## src/rtl/core/fbm_pkg.sv

```systemverilog
// Shared types and constants for the bank mapper with scanline interrupt.
`default_nettype none
package fbm_pkg;

  localparam int CntW   = 16;
  localparam int UnitsW = 8;
  localparam int SelW   = 4;
  localparam int PageW  = 5;

  localparam logic [1:0] CMD_EXP  = 2'd0;
  localparam logic [1:0] CMD_PRG  = 2'd1;
  localparam logic [1:0] CMD_TICK = 2'd2;

  localparam logic [15:0] ADDR_MIRROR_A = 16'h42fe;
  localparam logic [15:0] ADDR_MIRROR_B = 16'h42ff;
  localparam logic [15:0] ADDR_IRQ_OFF  = 16'h4501;
  localparam logic [15:0] ADDR_CNT_LO   = 16'h4502;
  localparam logic [15:0] ADDR_CNT_HI   = 16'h4503;

  localparam logic [UnitsW-1:0] UNITS_RESET = 8'd16;
  localparam logic [CntW-1:0]   TICK_STEP   = 16'd133;
  localparam logic [CntW-1:0]   CNT_LIMIT   = 16'hffff;

  // operand request into the shared add/subtract unit
  typedef struct packed {
    logic [CntW-1:0] a;
    logic [CntW-1:0] b;
    logic            sub;
  } alu_req_t;

  typedef struct packed {
    logic [CntW-1:0] y;
    logic            carry;  // carry out on add, no-borrow on subtract
  } alu_rsp_t;

endpackage
`default_nettype wire

```

## src/rtl/core/ffe_bank_mapper_with_scanline_irq.sv

```systemverilog
// Top level of the bank mapper with scanline interrupt counter.
// Each request is one CPU expansion-register write, one program-space write, one
// scanline tick or a spare code that only reports state, and yields exactly one result
// carrying the current program pages, character bank, mirroring code and the interrupt
// pulse. A single add/subtract unit does all arithmetic under a small sequencer: a
// program-space write runs four restoring shift-subtract steps that reduce the bank
// number modulo the ROM size; an enabled tick adds the step, then compares against the
// limit. One request is in work at a time; the finished result sits in an output
// register, so the next request is taken while it waits. The user is to write the ROM
// size register through the cfg port while the block is idle; the block does not enforce it.
`default_nettype none
module ffe_bank_mapper_with_scanline_irq (
  input  wire logic                       clk,
  input  wire logic                       rst,
  input  wire logic                       in_valid,
  output logic                            in_ready,
  input  wire logic [1:0]                 cmd,
  input  wire logic [15:0]                addr,
  input  wire logic [7:0]                 wdata,
  output logic                            out_valid,
  input  wire logic                       out_ready,
  output logic [fbm_pkg::PageW-1:0]       prg_page_lo,
  output logic [fbm_pkg::PageW-1:0]       prg_page_hi,
  output logic [1:0]                      chr_bank,
  output logic [1:0]                      mirror_mode,
  output logic                            irq_pulse,
  input  wire logic                       cfg_valid,
  output logic                            cfg_ready,
  input  wire logic [fbm_pkg::UnitsW-1:0] cfg_data
);
  import fbm_pkg::*;

  localparam logic [2:0] ST_IDLE = 3'd0;
  localparam logic [2:0] ST_DIV  = 3'd1;
  localparam logic [2:0] ST_ADD  = 3'd2;
  localparam logic [2:0] ST_CMP  = 3'd3;
  localparam logic [2:0] ST_FIN  = 3'd4;

  logic [2:0]        state;
  logic [UnitsW-1:0] prg_rom_units;

  // architectural mapper state
  logic [SelW-1:0] prg_select;
  logic [1:0]      chr_select;
  logic [1:0]      mirror_reg;
  logic            irq_on;
  logic [CntW-1:0] irq_count;

  // working registers of the sequencer
  logic [SelW-1:0]   div_sel;   // bank bits still to shift in, msb first
  logic [UnitsW-1:0] div_rem;   // partial remainder
  logic [1:0]        div_step;
  logic [CntW-1:0]   tick_sum;
  logic              tick_ovf;
  logic              pulse;

  alu_req_t          alu_req;
  alu_rsp_t          alu_rsp;
  logic [UnitsW:0]   trial;

  fbm_addsub u_addsub (
    .req (alu_req),
    .rsp (alu_rsp)
  );

  assign in_ready  = (state == ST_IDLE);
  assign cfg_ready = 1'b1;

  // shift the next bank bit into the remainder; subtract the ROM size if it fits.
  // A ROM size of zero subtracts nothing, which leaves the bank unreduced.
  assign trial = {div_rem, div_sel[SelW-1]};

  always_comb begin
    alu_req.a   = {{(CntW-UnitsW-1){1'b0}}, trial};
    alu_req.b   = {{(CntW-UnitsW){1'b0}}, prg_rom_units};
    alu_req.sub = 1'b1;
    unique case (state)
      ST_ADD: begin
        alu_req.a   = irq_count;
        alu_req.b   = TICK_STEP;
        alu_req.sub = 1'b0;
      end
      ST_CMP: begin
        alu_req.a   = tick_sum;
        alu_req.b   = CNT_LIMIT;
        alu_req.sub = 1'b1;
      end
      default: begin
      end
    endcase
  end

  always_ff @(posedge clk) begin
    if (rst) begin
      state         <= ST_IDLE;
      prg_rom_units <= UNITS_RESET;
      prg_select    <= '0;
      chr_select    <= '0;
      mirror_reg    <= '0;
      irq_on        <= 1'b0;
      irq_count     <= '0;
      out_valid     <= 1'b0;
    end else begin
      if (cfg_valid && cfg_ready) begin
        prg_rom_units <= cfg_data;
      end
      // drop the taken result unless a new one is loaded in this cycle
      if (out_valid && out_ready && state != ST_FIN) begin
        out_valid <= 1'b0;
      end

      unique case (state)
        ST_IDLE: begin
          if (in_valid) begin
            pulse <= 1'b0;
            case (cmd)
              CMD_EXP: begin
                state <= ST_FIN;
                unique case (addr)
                  ADDR_MIRROR_A: mirror_reg <= wdata[4] ? 2'd2 : 2'd3;
                  ADDR_MIRROR_B: mirror_reg <= wdata[4] ? 2'd0 : 2'd1;
                  ADDR_IRQ_OFF:  irq_on <= 1'b0;
                  ADDR_CNT_LO:   irq_count[7:0] <= wdata;
                  ADDR_CNT_HI: begin
                    irq_count[15:8] <= wdata;
                    irq_on          <= 1'b1;
                  end
                  default: begin
                  end
                endcase
              end
              CMD_PRG: begin
                div_sel    <= wdata[5:2];
                div_rem    <= '0;
                div_step   <= '0;
                chr_select <= wdata[1:0];
                state      <= ST_DIV;
              end
              CMD_TICK: begin
                state <= irq_on ? ST_ADD : ST_FIN;
              end
              default: begin
                state <= ST_FIN;
              end
            endcase
          end
        end

        ST_DIV: begin
          div_rem  <= alu_rsp.carry ? alu_rsp.y[UnitsW-1:0] : trial[UnitsW-1:0];
          div_sel  <= {div_sel[SelW-2:0], 1'b0};
          div_step <= div_step + 2'd1;
          if (div_step == 2'd3) begin
            prg_select <= alu_rsp.carry ? alu_rsp.y[SelW-1:0] : trial[SelW-1:0];
            state      <= ST_FIN;
          end
        end

        ST_ADD: begin
          tick_sum <= alu_rsp.y;
          tick_ovf <= alu_rsp.carry;
          state    <= ST_CMP;
        end

        ST_CMP: begin
          // the sum reached the limit: pulse and clear, else keep the sum
          if (tick_ovf || alu_rsp.carry) begin
            pulse     <= 1'b1;
            irq_count <= '0;
          end else begin
            irq_count <= tick_sum;
          end
          state <= ST_FIN;
        end

        ST_FIN: begin
          // hold until the output register is free
          if (!out_valid || out_ready) begin
            prg_page_lo <= {prg_select, 1'b0};
            prg_page_hi <= {prg_select, 1'b1};
            chr_bank    <= chr_select;
            mirror_mode <= mirror_reg;
            irq_pulse   <= pulse;
            out_valid   <= 1'b1;
            state       <= ST_IDLE;
          end
        end

        default: state <= ST_IDLE;
      endcase
    end
  end

endmodule
`default_nettype wire

```

## src/rtl/core/fbm_addsub.sv

```systemverilog
// Shared add/subtract unit with carry out.
`default_nettype none
module fbm_addsub (
  input  fbm_pkg::alu_req_t req,
  output fbm_pkg::alu_rsp_t rsp
);
  import fbm_pkg::*;

  logic [CntW-1:0] b_eff;
  logic [CntW:0]   total;

  assign b_eff = req.sub ? ~req.b : req.b;
  assign total = {1'b0, req.a} + {1'b0, b_eff} + {{CntW{1'b0}}, req.sub};
  assign rsp.y     = total[CntW-1:0];
  assign rsp.carry = total[CntW];

endmodule
`default_nettype wire

```

## config.mk

```make
export PLATFORM = sky130hd
export DESIGN_NAME = ffe_bank_mapper_with_scanline_irq
export DESIGN_NICKNAME = d
export VERILOG_FILES = /design/src/rtl/core/fbm_pkg.sv /design/src/rtl/core/ffe_bank_mapper_with_scanline_irq.sv /design/src/rtl/core/fbm_addsub.sv
export SDC_FILE = /design/constraint.sdc
export NUM_CORES = 1
export LEC_CHECK = 0
export ABC_AREA = 1
export BUFFER_PORTS_ARGS = -buffer_cell sky130_fd_sc_hd__buf_2
export CORE_MARGIN = 5
export CORE_UTILIZATION = 57
export CTS_CLUSTER_DIAMETER = 200
export DETAILED_ROUTE_END_ITERATION = 10
export PLACE_DENSITY = 0.83
export SLEW_MARGIN = 20
export SYNTH_ARGS = -nofsm -noshare
export SYNTH_HDL_FRONTEND = slang
export SYNTH_SLANG_ARGS = --single-unit
```

## constraint.sdc

```tcl
create_clock -name clk -period 7.2 [get_ports clk]
set_input_delay 1.08 -clock clk [delete_from_list [all_inputs] [get_ports clk]]
set_output_delay 1.08 -clock clk [all_outputs]
set_load 0.02 [all_outputs]
```

==> results.sh, run 1 <==
export IMPL_synth_area_leaders="edfxtp_1, dfxtp_1, nor2_1"
export IMPL_synth_top_area_share=0.2851
export IMPL_synth_main_ff_cell="edfxtp_1"
export IMPL_seq_power_share=0.509
export IMPL_seq_area_um2=1972
export IMPL_yosys_top_cells_count="nor2_1, nand2_1, inv_1, a21oi_1, edfxtp_1"
export IMPL_arrival_ns=3.88
export IMPL_core_rowCount=31
export IMPL_holdBufCountCts=0
export IMPL_cts_buffer_depth=2
export IMPL_intPower_uw=691.1
export IMPL_initial_core_util=0.5890
export IMPL_drv_cap=0
export IMPL_syn2layout_area_growth_pct=12.08
export IMPL_peakVddDrop_mv=0.1167
export IMPL_async_flop_share=0
export IMPL_nNetsFinal=648
export IMPL_multi_input_area_um2=2026
export IMPL_worst_pin_slew_ns=0.9233
export IMPL_synth_xor_area_frac=0.01420
export IMPL_worst_path_most_repeated_cell="nand2_1"
export IMPL_cts_root_buffer="clkbuf_8"
export IMPL_rsz0062_at_grt="false"
export IMPL_cp_slowest_cell="fa_1"
export IMPL_netlist_area_um2=4318
export IMPL_setup_tns_ns=0
export IMPL_n_antenna_cell=0
export IMPL_muxShareOfSynthArea=0.002608
export IMPL_grt_pass1_vias=3834
export IMPL_drt_antenna_violating_nets=0
export IMPL_cts_max_level=3
export IMPL_worstSetupPathType="reg -> reg"
export IMPL_finish_instance_area_um2=4840
export IMPL_via_per_inst=5.616
export IMPL_min_path_type="reg -> reg"
export IMPL_gr_total_overflow=0
export IMPL_ys_warnings_count=0
export IMPL_syn_avg_cell_area_um2=8.041
export IMPL_cts_tree="done"
export IMPL_min_period_ns=3.588
export IMPL_ios=57
export IMPL_cp_max_fo=34
export IMPL_clock_skew_ns=0.008292
export IMPL_dr_pass1_iters=5
export IMPL_yosysTopAreaCell="edfxtp_1"
export IMPL_endpoint_kind="register"
export IMPL_grt_pass1_wl_um=17520
export IMPL_cts_resized=0
export IMPL_synth_seq_cells=78
export IMPL_coreArea_um2=7331
export IMPL_cp_cell_sequence="nand2_1, nor2_2, buf_4, inv_2, nor2_1, nor2_1, fa_1, nand3_1, nand2_1, nand2_1, nand2_2, nand2_1, nand2_2, nor2_4, nand3_1, a21oi_1"
export IMPL_die_area_um2=9416
export IMPL_drc=0
export IMPL_hold_violations=0
export IMPL_ys_types=40
export IMPL_max_clock_freq_mhz=278.7
export IMPL_relSlewSlack=0.3838
export IMPL_drv_slew=0
export IMPL_drive_gt1_frac=0.1551
export IMPL_crit_path_max_incr_delay_ns=0.46
export IMPL_worst_slack_ns=3.612
export IMPL_post_cts_repair_setup_buffers=0
export IMPL_dp_slack_ns=3.728
export IMPL_wl_um=10460
export IMPL_dr_total_vias=3886
export IMPL_setup_violations=0
export IMPL_die_width_um=97.04
export IMPL_synth_compound_area_frac=0.1478
export IMPL_num_fill_cells=604
export IMPL_start_kind="register"
export IMPL_grt_usage=0.2262
export IMPL_cellPowerDensity_nw_per_um2=198.1
export IMPL_final_period_utilization=0.4984
export IMPL_cp_required_ns=7.49
export IMPL_syn_inst=537
export IMPL_synth_most_common_cell="nor2_1"
export IMPL_status="completed"
export IMPL_synthAdderAreaFrac=0.06259
export IMPL_routabilityCongestion=0.8929
export IMPL_first_iter_violations=327
export IMPL_swShare=0.2791
export IMPL_power_leakage_nw=2.187
export IMPL_postPlaceCellArea_um2=4634
export IMPL_synth_edf_count=41
export IMPL_fp_dieH_um=97.04
export IMPL_cts_buffers=9
export IMPL_port_buffers=53
export IMPL_grt_max_degree=35
export IMPL_total_power_uw=958.7
export IMPL_power_frac_comb=0.132
export IMPL_finish_utilization=0.6602
export IMPL_wire_per_inst_um=15.11
export IMPL_p_clk_frac=0.359
export IMPL_reg_top3="irq_count: 16 flops, tick_sum: 16 flops"
export IMPL_yosys_area_share_simple=0.2394
export IMPL_path_clk_slew_ns=0.09
export IMPL_clk_latency_ns=0.36
export IMPL_antenna_found_initial=0
export IMPL_hpwl_um=7657
export IMPL_ys_seq_area_frac=0.4567
export IMPL_cts_sinks=78
export IMPL_power_switching_uw=267.6
export IMPL_synth_top_family_by_area="simple AND/OR/NAND/NOR gates"
==> worst paths after layout <==
check	from	to	slack, ns	cells past startpoint
max	state[1]	irq_count[15]	3.61	16
min	prg_select[2]	prg_page_lo[3]	0.43	0
max reg2reg	state[1]	irq_count[15]	3.61	16
min reg2reg	prg_select[2]	prg_page_lo[3]	0.43	0
==> cell families (layout without fill, tap and decap cells) <==
family                     count (synthesis)  in the layout
and+or+nand+nor                          240            240
AOI/OAI and AO/OA                        112            112
DFF                                       78             78
buffers and inverters                     76            131
adders and majority gates                 21             21
xor gates and xnor gates                   7              7
other                                      2              3
muxes                                      1              1
==> placed cells by master (no fill, tap or decap), types with 2 or more instances in the layout <==
| cell | n |
|---|---|
| nor2_1 | 90 |
| nand2_1 | 84 |
| buf_2 | 53 |
| inv_1 | 50 |
| a21oi_1 | 41 |
| edfxtp_1 | 41 |
| o21ai_0 | 40 |
| nand3_1 | 38 |
| dfxtp_1 | 37 |
| ha_1 | 20 |
| o22ai_1 | 10 |
| clkbuf_8 | 9 |
| a22o_1 | 7 |
| xor2_1 | 7 |
| inv_2 | 5 |
| nor3_1 | 5 |
| nand4_1 | 4 |
| nand2_2 | 4 |
| o21a_1 | 4 |
| buf_4 | 4 |
| clkinv_1 | 3 |
| nor4_1 | 3 |
| nand3b_1 | 3 |
| conb_1 | 3 |
| clkinvlp_4 | 3 |
| nor2_4 | 2 |
| a21oi_2 | 2 |
| and2_1 | 2 |
| a21o_1 | 2 |
| a21boi_0 | 2 |
| or2_2 | 2 |
| inv_6 | 2 |
==> layer usage <==
layer  routed length (um)  vias to the layer above  GRT usage  part of all wire
met2                 4911                      177     0.3678              0.47
met4                  243                        0    0.09071             0.023
met5                    0                        -          0                 0
met3                  853                       25    0.06403             0.082
li1                     -                     1907          -                 -
met1                 4448                     1777     0.2834              0.43
==> worst max-delay path: cells and delay by family (launching register included) <==
family,cells,cell delay (ns)
DFF,1,0.42
and+or+nand+nor,12,1.94
adders and majority gates,1,0.46
buffers and inverters,2,0.52
AOI/OAI and AO/OA,1,0.15
==> metrics by stage <==
step	instances	hold slack, ns
final	692	0.4314
after global routing	692	0.4562
after CTS	692	0.4344
after detailed placement	676	0.4158
after global placement	676	0.4136
after floorplan	538	0.4003
==> cell type report <==
cell class	instances	share of cell area
inverters	58	0.04498
multi-input cells	384	0.4186
well taps	99	0.02559
flip-flops and latches	78	0.4074
clock inverters	7	0.01680
clock buffers	9	0.02559
repair buffers	57	0.06101
==> power groups by stage <==
stage	sequential [mW]	combinational (mW)	clock (mW)
after floorplan	0.500	0.0862	0
after global placement	0.498	0.120	0
after detailed placement	0.498	0.125	0
after CTS	0.488	0.126	0.345
after global routing	0.489	0.142	0.369
final	0.488	0.127	0.344
(Power assumes the default switching activity.)
==> inputs of run 2 (changes only) <==
==> constraint.sdc (replaced) <==
create_clock -name clk -period 3.5 [get_ports clk]
set_input_delay 0.525 -clock clk [delete_from_list [all_inputs] [get_ports clk]]
set_output_delay 0.525 -clock clk [all_outputs]
set_load 0.02 [all_outputs]
==> run 2 against run 1 <==
Critical path depth fell by 4. Clock power rose by 71%. First-iteration DRC count fell by 6.7%. Die area did not move. Critical path type unchanged. Cell area rose by 0.31%. Largest cell class unchanged. Setup slack got worse by 3.3 ns. Highest routed layer unchanged. Critical endpoint is now pulse.
==> results.sh, run 2 (synthesized netlist as in run 1, its figures left out) <==
export IMPL_final_period_utilization=0.9156
export IMPL_reg_top3="irq_count: 16 flops, tick_sum: 16 flops"
export IMPL_stdcell_count=697
export IMPL_relSlewSlack=0.4414
export IMPL_drc=0
export IMPL_port_buffers=53
export IMPL_cts_tree="done"
export IMPL_finish_instance_area_um2=4855
export IMPL_cts_buffer_depth=2
export IMPL_core_rowCount=31
export IMPL_rsz0062_at_grt="false"
export IMPL_initial_core_util=0.5890
export IMPL_antenna_found_initial=0
export IMPL_die_area_um2=9416
export IMPL_die_width_um=97.04
export IMPL_mostFrequentLayoutCells="nor2_1, nand2_1, buf_2, inv_1"
export IMPL_start_kind="register"
export IMPL_dr_pass1_iters=5
export IMPL_ios=57
export IMPL_grt_max_degree=32
export IMPL_dr_total_vias=3860
export IMPL_cp_max_fo=16
export IMPL_first_iter_violations=305
export IMPL_worstSetupPathType="reg -> reg"
export IMPL_power_leakage_nw=2.207
export IMPL_status="completed"
export IMPL_max_clock_freq_mhz=312.1
export IMPL_hpwl_um=7598
export IMPL_cellPowerDensity_nw_per_um2=381.8
export IMPL_min_period_ns=3.204
export IMPL_cts_buffers=9
export IMPL_cts_max_level=3
export IMPL_peakVddDrop_mv=0.2774
export IMPL_arrival_ns=3.27
export IMPL_gr_total_overflow=0
export IMPL_grt_pass1_vias=3666
export IMPL_setup_violations=0
export IMPL_endpoint_kind="register"
export IMPL_cp_required_ns=3.57
export IMPL_routabilityCongestion=0.8826
export IMPL_layout_commonest_cell="nor2_1"
export IMPL_wire_per_inst_um=14.39
export IMPL_fp_dieH_um=97.04
export IMPL_wl_um=10030
export IMPL_r2r_setup_slack_ns=0.30
export IMPL_min_path_type="in -> reg"
export IMPL_clock_skew_ns=0.01036
export IMPL_drive_gt1_frac=0.1605
export IMPL_drt_antenna_violating_nets=0
export IMPL_grt_usage=0.2164
export IMPL_cts_sinks=78
export IMPL_via_per_inst=5.538
export IMPL_dp_slack_ns=0.1060
export IMPL_n_antenna_cell=0
export IMPL_drv_cap=0
export IMPL_setup_tns_ns=0
export IMPL_drv_slew=0
export IMPL_postPlaceCellArea_um2=4657
export IMPL_coreArea_um2=7331
export IMPL_path_clk_slew_ns=0.08
export IMPL_clk_latency_ns=0.36
export IMPL_dp_cells=679
export IMPL_hold_violations=0
export IMPL_worst_slack_ns=0.2956
export IMPL_nNetsFinal=653
export IMPL_worst_pin_slew_ns=0.8361
export IMPL_syn2layout_area_growth_pct=12.43
export IMPL_grt_pass1_wl_um=16820
export IMPL_cts_root_buffer="clkbuf_8"
## run 2: changes by cell type in the layout (fill, tap and decap cells not counted), sizes merged
cell | previous run | this run
clkbuf | 9 | 12
clkinv | 3 | 6
buf | 57 | 62
inv | 58 | 55
bufinv | 1 | 0
clkinvlp | 3 | 1
## run 2: final timing paths
kind / from / to / cells after the start
hold reg to reg: pulse / irq_pulse / 0
hold / removal: cfg_data[4] / prg_rom_units[4] / 3
setup reg to reg: state[0] / pulse / 12
setup / recovery: state[0] / pulse / 12
## run 2: where the power goes
group	internal (mW)	total, mW	switching [mW]
Combinational	0.0937	0.262	0.168
Clock	0.274	0.587	0.313
Sequential	0.991	1.00	0.0130
Total	1.36	1.85	0.495
## run 2: cell type report
cell class,count,area [um^2]
Timing Repair Buffer,62,345.3
Multi-Input combinational cell,384,2028
Inverter,58,217.7
Tap cell,99,123.9
Fill cell,584,2476
Sequential cell,78,1972
Clock buffer,12,145.1
Clock inverter,4,22.52
## run 2: worst max-delay path: stages (launching register included)
cell and delay, ns:
dfxtp_1 0.42, inv_1 0.15, nand2_2 0.24, clkinv_1 0.32
a22o_1 0.31, ha_1 0.37, nand2_1 0.09, nor2_1 0.21
and2_1 0.16, nand2_1 0.06, nand2_2 0.26, o21ai_0 0.16
a21oi_1 0.17
## run 2: stage by stage
| stage | hold slack, ns | total power [mW] | utilization |
|---|---|---|---|
| final | 0.3875 | 1.853 | 0.6622 |
| after global placement | 0.4098 | 1.270 | 0.6353 |
| after detailed placement | 0.4074 | 1.280 | 0.6353 |
| after global routing | 0.3923 | 1.942 | 0.6622 |
| after CTS | 0.3779 | 1.855 | 0.6581 |
| after floorplan | 0.4003 | 1.206 | - |
## run 2: metal layers
layer / track usage / vias up / share of wire
met5: 0 / - / 0
met1: 0.2790 / 1754 / 0.43
met4: 0.07883 / 0 / 0.026
met3: 0.06043 / 27 / 0.066
met2: 0.3471 / 162 / 0.47
li1: - / 1917 / -
## run 2: repair_timing
item,in CTS,in global routing
endpoints found under the setup margin,0,30
hold buffers,0,0
setup buffers,0,2
gates resized for setup,0,1
